<file path="config.mk">
export PLATFORM = sky130hd
export DESIGN_NAME = infix_to_postfix_converter
export DESIGN_NICKNAME = d
export VERILOG_FILES = /design/src/itp_pkg.sv /design/src/itp_ram.sv /design/src/itp_stack.sv /design/src/infix_to_postfix_converter.sv
export SDC_FILE = /design/constraint.sdc
export NUM_CORES = 1
export LEC_CHECK = 0
export BUFFER_PORTS_ARGS = -buffer_cell sky130_fd_sc_hd__buf_2
export CAP_MARGIN = 15
export CORE_AREA = 4 4 193 195
export CTS_BUF_LIST = sky130_fd_sc_hd__clkbuf_4 sky130_fd_sc_hd__clkbuf_8
export DETAILED_ROUTE_END_ITERATION = 12
export DIE_AREA = 0 0 197 199
export PLACE_DENSITY = 0.6
export SYNTH_ARGS = -nofsm -noshare
export SYNTH_HDL_FRONTEND = slang
export SYNTH_HIERARCHICAL = 1
export SYNTH_SLANG_ARGS = --single-unit
</file>
<file path="constraint.sdc">
create_clock -name clk -period 6.08 [get_ports clk]
set_input_delay 0.912 -clock clk [delete_from_list [all_inputs] [get_ports clk]]
set_output_delay 0.912 -clock clk [all_outputs]
set_load 0.02 [all_outputs]
</file>
<file path="src/itp_pkg.sv">
package itp_pkg;

	// Operator stack geometry.
	localparam int STACK_DEPTH = 32;
	localparam int CNT_W = $clog2(STACK_DEPTH + 1);
	localparam int AW = (STACK_DEPTH > 1) ? $clog2(STACK_DEPTH) : 1;

	// Characters with a meaning of their own.
	localparam logic [7:0] CH_POW = 8'h5E;
	localparam logic [7:0] CH_DIV = 8'h2F;
	localparam logic [7:0] CH_MUL = 8'h2A;
	localparam logic [7:0] CH_ADD = 8'h2B;
	localparam logic [7:0] CH_SUB = 8'h2D;
	localparam logic [7:0] CH_OPEN = 8'h28;
	localparam logic [7:0] CH_CLOSE = 8'h29;

	// Commands from the sequencer to the stack.
	typedef struct packed {
		logic       push;
		logic       pop;
		logic       clear;
		logic [7:0] data;
	} stk_cmd_t;

	// Stack status seen by the sequencer.
	typedef struct packed {
		logic [CNT_W-1:0] open_cnt;
		logic [7:0]       top;
		logic             empty;
		logic             full;
	} stk_stat_t;

	// Binding strength of an operator, zero for anything else.
	function automatic logic [1:0] prec_of(input logic [7:0] c);
		logic [1:0] p;
		case (c)
			CH_POW:         p = 2'd3;
			CH_MUL, CH_DIV: p = 2'd2;
			CH_ADD, CH_SUB: p = 2'd1;
			default:        p = 2'd0;
		endcase
		return p;
	endfunction

	// True when the stacked operator top must be emitted before operator c.
	// The power operator groups to the right, so equal precedence keeps it.
	function automatic logic pops_before(input logic [7:0] top, input logic [7:0] c);
		logic [1:0] tp;
		logic [1:0] p;
		tp = prec_of(top);
		p = prec_of(c);
		return (tp != 2'd0) && ((tp > p) || ((tp == p) && (c != CH_POW)));
	endfunction

endpackage

</file>
<file path="src/itp_ram.sv">
module itp_ram #(
	parameter int WIDTH = 8,
	parameter int DEPTH = 32,
	localparam int ADDR_W = (DEPTH > 1) ? $clog2(DEPTH) : 1
) (
	input  logic              clk,
	input  logic              we,
	input  logic [ADDR_W-1:0] waddr,
	input  logic [WIDTH-1:0]  wdata,
	input  logic [ADDR_W-1:0] raddr,
	output logic [WIDTH-1:0]  rdata
);

	logic [WIDTH-1:0] mem_q [DEPTH];

	// One write port and one registered read port.
	always_ff @(posedge clk) begin
		if (we) begin
			mem_q[waddr] <= wdata;
		end
		rdata <= mem_q[raddr];
	end

endmodule

</file>
<file path="src/itp_stack.sv">
module itp_stack (
	input  logic             clk,
	input  logic             arst_n,
	input  itp_pkg::stk_cmd_t  cmd,
	output itp_pkg::stk_stat_t stat
);
	import itp_pkg::*;

	logic [CNT_W-1:0] count_q;
	logic [CNT_W-1:0] open_q;
	logic [7:0]       top_q;
	logic             reload_q;
	logic             full;
	logic             empty;
	logic             do_push;
	logic             do_pop;
	logic [AW-1:0]    rd_cnt;
	logic [7:0]       rdata;

	assign full = (count_q == CNT_W'(STACK_DEPTH));
	assign empty = (count_q == '0);
	assign do_push = cmd.push && !full;
	assign do_pop = cmd.pop && !empty;

	// After a pop the entry below the old top becomes the new top.
	assign rd_cnt = count_q[AW-1:0] - AW'(2);

	itp_ram #(
		.WIDTH(8),
		.DEPTH(STACK_DEPTH)
	) u_ram (
		.clk  (clk),
		.we   (do_push),
		.waddr(count_q[AW-1:0]),
		.wdata(cmd.data),
		.raddr(rd_cnt),
		.rdata(rdata)
	);

	// Fill count, count of open parentheses held, and the reload flag.
	always_ff @(posedge clk or negedge arst_n) begin
		if (!arst_n) begin
			count_q <= '0;
			open_q <= '0;
			reload_q <= 1'b0;
		end else if (cmd.clear) begin
			count_q <= '0;
			open_q <= '0;
			reload_q <= 1'b0;
		end else if (do_push) begin
			count_q <= count_q + CNT_W'(1);
			open_q <= open_q + CNT_W'(cmd.data == CH_OPEN);
			reload_q <= 1'b0;
		end else if (do_pop) begin
			count_q <= count_q - CNT_W'(1);
			open_q <= open_q - CNT_W'(top_q == CH_OPEN);
			reload_q <= (count_q != CNT_W'(1));
		end else begin
			reload_q <= 1'b0;
		end
	end

	// Cached top entry, refreshed from the registered memory read after a pop.
	always_ff @(posedge clk) begin
		if (do_push) begin
			top_q <= cmd.data;
		end else if (reload_q) begin
			top_q <= rdata;
		end
	end

	assign stat.open_cnt = open_q;
	assign stat.top = top_q;
	assign stat.empty = empty;
	assign stat.full = full;

endmodule

</file>
<file path="src/infix_to_postfix_converter.sv">
// Shunting-yard converter: one infix character per request, postfix characters out,
// with a STACK_DEPTH-entry operator stack in a RAM and its top cached in a register.
// The block takes one character at a time and stalls its input until that character
// is done. Each operator that a character pops is emitted, then the registered stack
// read refreshes the top before the next step. A close paren pops operators until it
// finds its open paren. A character that ends a run then flushes the stack, and
// output stalls hold the block further.
// Each result passes through a one-entry hold register, so the final
// result of a run can carry end_of_run; a run whose last character yields nothing
// ends with one result that has has_char low. The error flag is the same on every
// result of a character and covers everything seen so far in the run.
module infix_to_postfix_converter (
	input  logic       clk,
	input  logic       arst_n,
	input  logic       in_valid,
	output logic       in_stall,
	input  logic [7:0] char_in,
	input  logic       last,
	output logic       out_valid,
	input  logic       out_stall,
	output logic [7:0] out_char,
	output logic       has_char,
	output logic       end_of_run,
	output logic       error
);
	import itp_pkg::*;

	typedef enum logic [2:0] {
		S_IDLE,
		S_DISPATCH,
		S_CLOSE,
		S_OPER,
		S_WAIT,
		S_FINISH,
		S_FLUSH,
		S_END
	} state_t;

	typedef enum logic [2:0] {
		CLS_ALNUM,
		CLS_OPEN,
		CLS_CLOSE,
		CLS_OP,
		CLS_OTHER
	} cls_t;

	state_t state_q, state_d, ret_q, ret_d;
	cls_t cls_q, cls_in;
	logic [7:0] c_q;
	logic       last_q;
	logic       err_cur_q;
	logic       error_seen_q;
	logic       hold_valid_q;
	logic [7:0] hold_char_q;
	logic       out_valid_q;
	logic [7:0] out_char_q;
	logic       has_char_q;
	logic       end_q;
	logic       error_q;

	stk_cmd_t  stk_cmd;
	stk_stat_t stat;

	logic       out_free;
	logic       can_emit;
	logic       do_emit;
	logic [7:0] emit_char;
	logic       do_end;
	logic       accept;
	logic       err_item;
	logic       flush_err;
	logic [CNT_W-1:0] open_after;

	itp_stack u_stack (
		.clk   (clk),
		.arst_n(arst_n),
		.cmd   (stk_cmd),
		.stat  (stat)
	);

	// Character class of the incoming request.
	always_comb begin
		if (char_in inside {[8'h61:8'h7A], [8'h41:8'h5A], [8'h30:8'h39]}) begin
			cls_in = CLS_ALNUM;
		end else if (char_in == CH_OPEN) begin
			cls_in = CLS_OPEN;
		end else if (char_in == CH_CLOSE) begin
			cls_in = CLS_CLOSE;
		end else if (prec_of(char_in) != 2'd0) begin
			cls_in = CLS_OP;
		end else begin
			cls_in = CLS_OTHER;
		end
	end

	// The error of this character is known up front from the stack state.
	always_comb begin
		err_item = (cls_in == CLS_OTHER) ||
			((cls_in == CLS_OPEN) && stat.full) ||
			((cls_in == CLS_CLOSE) && (stat.open_cnt == '0)) ||
			((cls_in == CLS_OP) && stat.full && !pops_before(stat.top, char_in));
		open_after = stat.open_cnt
			+ CNT_W'((cls_in == CLS_OPEN) && !stat.full)
			- CNT_W'((cls_in == CLS_CLOSE) && (stat.open_cnt != '0));
		flush_err = last && (open_after != '0);
	end

	assign accept = (state_q == S_IDLE) && in_valid;
	assign out_free = !out_valid_q || !out_stall;
	assign can_emit = !hold_valid_q || out_free;

	// Sequencer decisions and stack commands.
	always_comb begin
		state_d = state_q;
		ret_d = ret_q;
		do_emit = 1'b0;
		emit_char = stat.top;
		do_end = 1'b0;
		stk_cmd = '0;
		stk_cmd.data = c_q;
		case (state_q)
			S_IDLE: begin
				if (in_valid) begin
					state_d = S_DISPATCH;
				end
			end
			S_DISPATCH: begin
				case (cls_q)
					CLS_ALNUM: begin
						if (can_emit) begin
							do_emit = 1'b1;
							emit_char = c_q;
							state_d = S_FINISH;
						end
					end
					CLS_OPEN: begin
						stk_cmd.push = 1'b1;
						state_d = S_FINISH;
					end
					CLS_CLOSE: state_d = S_CLOSE;
					CLS_OP: state_d = S_OPER;
					default: state_d = S_FINISH;
				endcase
			end
			S_CLOSE: begin
				if (stat.empty) begin
					state_d = S_FINISH;
				end else if (stat.top == CH_OPEN) begin
					stk_cmd.pop = 1'b1;
					state_d = S_WAIT;
					ret_d = S_FINISH;
				end else if (can_emit) begin
					do_emit = 1'b1;
					stk_cmd.pop = 1'b1;
					state_d = S_WAIT;
					ret_d = S_CLOSE;
				end
			end
			S_OPER: begin
				if (!stat.empty && pops_before(stat.top, c_q)) begin
					if (can_emit) begin
						do_emit = 1'b1;
						stk_cmd.pop = 1'b1;
						state_d = S_WAIT;
						ret_d = S_OPER;
					end
				end else begin
					stk_cmd.push = 1'b1;
					state_d = S_FINISH;
				end
			end
			S_WAIT: state_d = ret_q;
			S_FINISH: state_d = last_q ? S_FLUSH : S_END;
			S_FLUSH: begin
				if (stat.empty) begin
					state_d = S_END;
				end else if (stat.top == CH_OPEN) begin
					stk_cmd.pop = 1'b1;
					state_d = S_WAIT;
					ret_d = S_FLUSH;
				end else if (can_emit) begin
					do_emit = 1'b1;
					stk_cmd.pop = 1'b1;
					state_d = S_WAIT;
					ret_d = S_FLUSH;
				end
			end
			S_END: begin
				if (!(last_q || hold_valid_q)) begin
					state_d = S_IDLE;
				end else if (out_free) begin
					do_end = 1'b1;
					stk_cmd.clear = last_q;
					state_d = S_IDLE;
				end
			end
			default: state_d = S_IDLE;
		endcase
	end

	// Control state.
	always_ff @(posedge clk or negedge arst_n) begin
		if (!arst_n) begin
			state_q <= S_IDLE;
			ret_q <= S_IDLE;
			error_seen_q <= 1'b0;
			hold_valid_q <= 1'b0;
			out_valid_q <= 1'b0;
		end else begin
			state_q <= state_d;
			ret_q <= ret_d;
			if (accept) begin
				error_seen_q <= error_seen_q || err_item || flush_err;
			end else if (do_end && last_q) begin
				error_seen_q <= 1'b0;
			end
			if (do_emit) begin
				hold_valid_q <= 1'b1;
			end else if (do_end) begin
				hold_valid_q <= 1'b0;
			end
			if ((do_emit && hold_valid_q) || do_end) begin
				out_valid_q <= 1'b1;
			end else if (!out_stall) begin
				out_valid_q <= 1'b0;
			end
		end
	end

	// Request payload and result registers.
	always_ff @(posedge clk) begin
		if (accept) begin
			c_q <= char_in;
			last_q <= last;
			cls_q <= cls_in;
			err_cur_q <= error_seen_q || err_item || flush_err;
		end
		if (do_emit) begin
			hold_char_q <= emit_char;
		end
		if (do_emit && hold_valid_q) begin
			out_char_q <= hold_char_q;
			has_char_q <= 1'b1;
			end_q <= 1'b0;
			error_q <= err_cur_q;
		end else if (do_end) begin
			out_char_q <= hold_valid_q ? hold_char_q : 8'h00;
			has_char_q <= hold_valid_q;
			end_q <= last_q;
			error_q <= err_cur_q;
		end
	end

	assign in_stall = (state_q != S_IDLE);
	assign out_valid = out_valid_q;
	assign out_char = out_char_q;
	assign has_char = has_char_q;
	assign end_of_run = end_q;
	assign error = error_q;

endmodule

</file>
==> impl_metrics.env <==
export IMPL_crit_slowest_cell="edfxtp_1"
export IMPL_finalHoldViolCount=0
export IMPL_clock_skew_ns=0.02244
export IMPL_grt_max_degree=55
export IMPL_grtUsageTotal_pct=15.12
export IMPL_synth_net_count=870
export IMPL_required_ns=6.25
export IMPL_period_share_pct=83.99
export IMPL_combPwrFrac_pct=34.3
export IMPL_synth_cells=832
export IMPL_synth_cell_types=77
export IMPL_drc=0
export IMPL_drt_iter0_markers=519
export IMPL_slowest_delay_ns=0.75
export IMPL_cts_tree="done"
export IMPL_core_area_um2=35400
export IMPL_synth_top_area_cell="edfxtp_1"
export IMPL_start_util_pct=39.91
export IMPL_finalMaxSlewViolations=0
export IMPL_wire_per_inst_um=20.88
export IMPL_cp_max_fo=24
export IMPL_cts_sinks=326
export IMPL_regArea_um2=9583
export IMPL_setup_tns_ns=0
export IMPL_multi_input_area_um2=4267
export IMPL_synth_edf_count=294
export IMPL_final_util_pct=44.55
export IMPL_drtAntennaViolNets=0
export IMPL_worst_hold_slack_ns=0.3499
export IMPL_layout_nets=929
export IMPL_clk_pin_slew_worst_paths_ns=0.06
export IMPL_port_buffers=25
export IMPL_clk_insertion_delay_late_ns=0.56
export IMPL_ys_ff_latch=326
export IMPL_async_reset_ff_share_pct=6.748
export IMPL_synth_xor_area_share_pct=1.054
export IMPL_overflow=0
export IMPL_p_clk_share_pct=24.6
export IMPL_arrival_ns=5.28
export IMPL_max_slew_margin_pct=35.10
export IMPL_hp_class="input pin to asynchronous set/reset pin"
export IMPL_cts_buffer_depth=3
export IMPL_cts_resized=0
export IMPL_first_pass_iters=5
export IMPL_p_seq_share_pct=41.1
export IMPL_power_switching_w=0.002401
export IMPL_hold_buffers=0
export IMPL_clockRootBuffer="clkbuf_8"
export IMPL_synth_simple_gate_area_share_pct=8.369
export IMPL_post_cts_buffers=0
export IMPL_avgViaCountPerCell=5.394
export IMPL_p_leak_nw=5.298
export IMPL_muxShareOfSynthArea_pct=14.32
export IMPL_synth_top_family_by_area="multiplexers"
export IMPL_period_needed_ns=5.107
export IMPL_synth_area_leaders="edfxtp_1, mux4_2, dfrtp_1, ha_1, nor2_1"
export IMPL_finalSetupViolCount=0
export IMPL_netSwitchingFraction_pct=32.65
export IMPL_max_cap_violations=0
export IMPL_synth_top_area_share_pct=62.49
export IMPL_dieArea_um2=39200
export IMPL_area_growth_pct=11.62
export IMPL_layout_commonest_cell="edfxtp_1"
export IMPL_drive_gt1_share_pct=26.54
export IMPL_fp_dieW_um=197
export IMPL_rsz0062_at_grt="no"
export IMPL_grt_pass1_vias=7625
export IMPL_wirelength_um=28990
export IMPL_synthAdderAreaFrac_pct=2.267
export IMPL_synth_ff_type="edfxtp_1"
export IMPL_path_cells="buf_4, a41oi_1, or3_1, ha_1, nand4_1, nor4_1, nor4_1, nor2_1, a21o_1, o21ai_4, inv_2, or3b_2, nor2_1"
export IMPL_vdd_drop_max_v=0.0003794
export IMPL_avgSynthCellArea_um2=16.98
export IMPL_diodes=0
export IMPL_fillerInstances=3071
export IMPL_status="finished clean"
export IMPL_vias=7487
export IMPL_ys_warn_count=6
export IMPL_die_h_um=199
export IMPL_pin_count=26
export IMPL_htreeDepth=2
export IMPL_fp_row_count=69
export IMPL_numCtsBuffers=52
export IMPL_syn_area_um2=14130
export IMPL_synth_compound_area_share_pct=4.189
export IMPL_endpoint_kind="flip-flop"
export IMPL_grt_pass1_wl_um=45990
export IMPL_layout_common_cells="edfxtp_1, mux4_2, nor2_1, clkbuf_8, nand2_1"
export IMPL_path_class="flip-flop to flip-flop"
export IMPL_place_congestion=0.7951
export IMPL_yosysSeqAreaShare_pct=67.81
export IMPL_max_freq_mhz=195.8
export IMPL_detailed_place_hpwl_um=18460
export IMPL_tightest_slew_ns=0.9736
export IMPL_antenna_found_initial=0
export IMPL_start_kind="flip-flop"
export IMPL_power_density_nw_per_um2=466.4
export IMPL_internal_power_w=0.004953
## critical path: cells and delay by family (launching register included)
family	cells	cell delay, ns
AOI/OAI and AO/OA	3	0.45
adders and majority gates	1	0.31
buffers and inverters	2	0.73
DFF	1	0.75
and+or+nand+nor	7	2.47
## synth_stat cells, types with 13 or more instances
master and instances:
clkbuf_1 18, a21oi_1 19, mux2_2 17, nor2_1 60
ha_1 24, inv_1 20, nand3_1 13, mux4_2 80
edfxtp_1 294, dfrtp_1 22, nand2_1 52, o21ai_0 13
## final timing paths
check                               start                         end  slack (ns)  cells after the start
max in group asynchronous          arst_n          u_stack/count_q[0]        5.30                      1
worst min register to register  err_cur_q                       error        0.44                      0
min in group clk                err_cur_q                       error        0.44                      0
worst max register to register     c_q[5]  u_stack/u_ram/mem_q[20][7]        0.97                     13
worst min-delay path               arst_n                    ret_q[1]        0.35                      1
worst max-delay path               c_q[5]  u_stack/u_ram/mem_q[20][7]        0.97                     13
## logic make-up (layout without fill, tap and decap cells)
group	Yosys count	count (layout)
simple gates	220	220
compound gates	85	85
flops	326	326
mux	100	100
fa+ha+maj	25	25
xor+xnor	17	17
buf+inv	59	154
## power by group through the flow
stage | logic, W | clock network [W] | registers, W
6_report | 0.00252 | 0.00181 | 0.00302
5_1_grt | 0.00274 | 0.00198 | 0.00307
4_1_cts | 0.00256 | 0.00187 | 0.00303
3_5_place_dp | 0.00255 | 0 | 0.00307
3_3_place_gp | 0.00255 | 0 | 0.00307
2_1_floorplan | 0.00188 | 0 | 0.00300
## per-stage QoR
step                cell area (µm²)  cells  setup slack, ns  total power, W
detailed placement            14760   1298           0.9798        0.005625
CTS                           15770   1388           0.9254        0.007459
finish                        15770   1388           0.9734        0.007355
global route                  15770   1388           0.5807        0.007789
floorplan                     14130    832            1.491        0.004877
global placement              14760   1298            1.129        0.005616
## flip-flops by register name, indices dropped and copies added (netlist names), 3 cells and up
signal and count:
u_stack/u_ram/rdata 8, u_stack/top_q 8, state_q 3, u_stack/open_q 6, cls_q 3, c_q 8, ret_q 3, hold_char_q 8
out_char 8, u_stack/count_q 6, u_stack/u_ram/mem_q 256
## per-layer routing
metal,vias to the layer above,part of all wire (%),global-route usage (%),routed length (µm)
li1,3421,-,-,-
met1,3840,45,21.46,12970
met2,181,48,24.13,13890
met3,45,5.3,2.829,1539
met4,0,2.0,4.391,591
met5,-,0,0,0
## area by class of cell
cell class / instances / share of cell area, %
Clock inverter: 23 / 1.047
Timing Repair Buffer: 42 / 1.603
Inverter: 22 / 0.5316
Clock buffer: 67 / 5.332
Tap cell: 461 / 3.658
Sequential cell: 326 / 60.77
Multi-Input combinational cell: 447 / 27.06
Note: power is estimated with default switching activity, not from simulation.
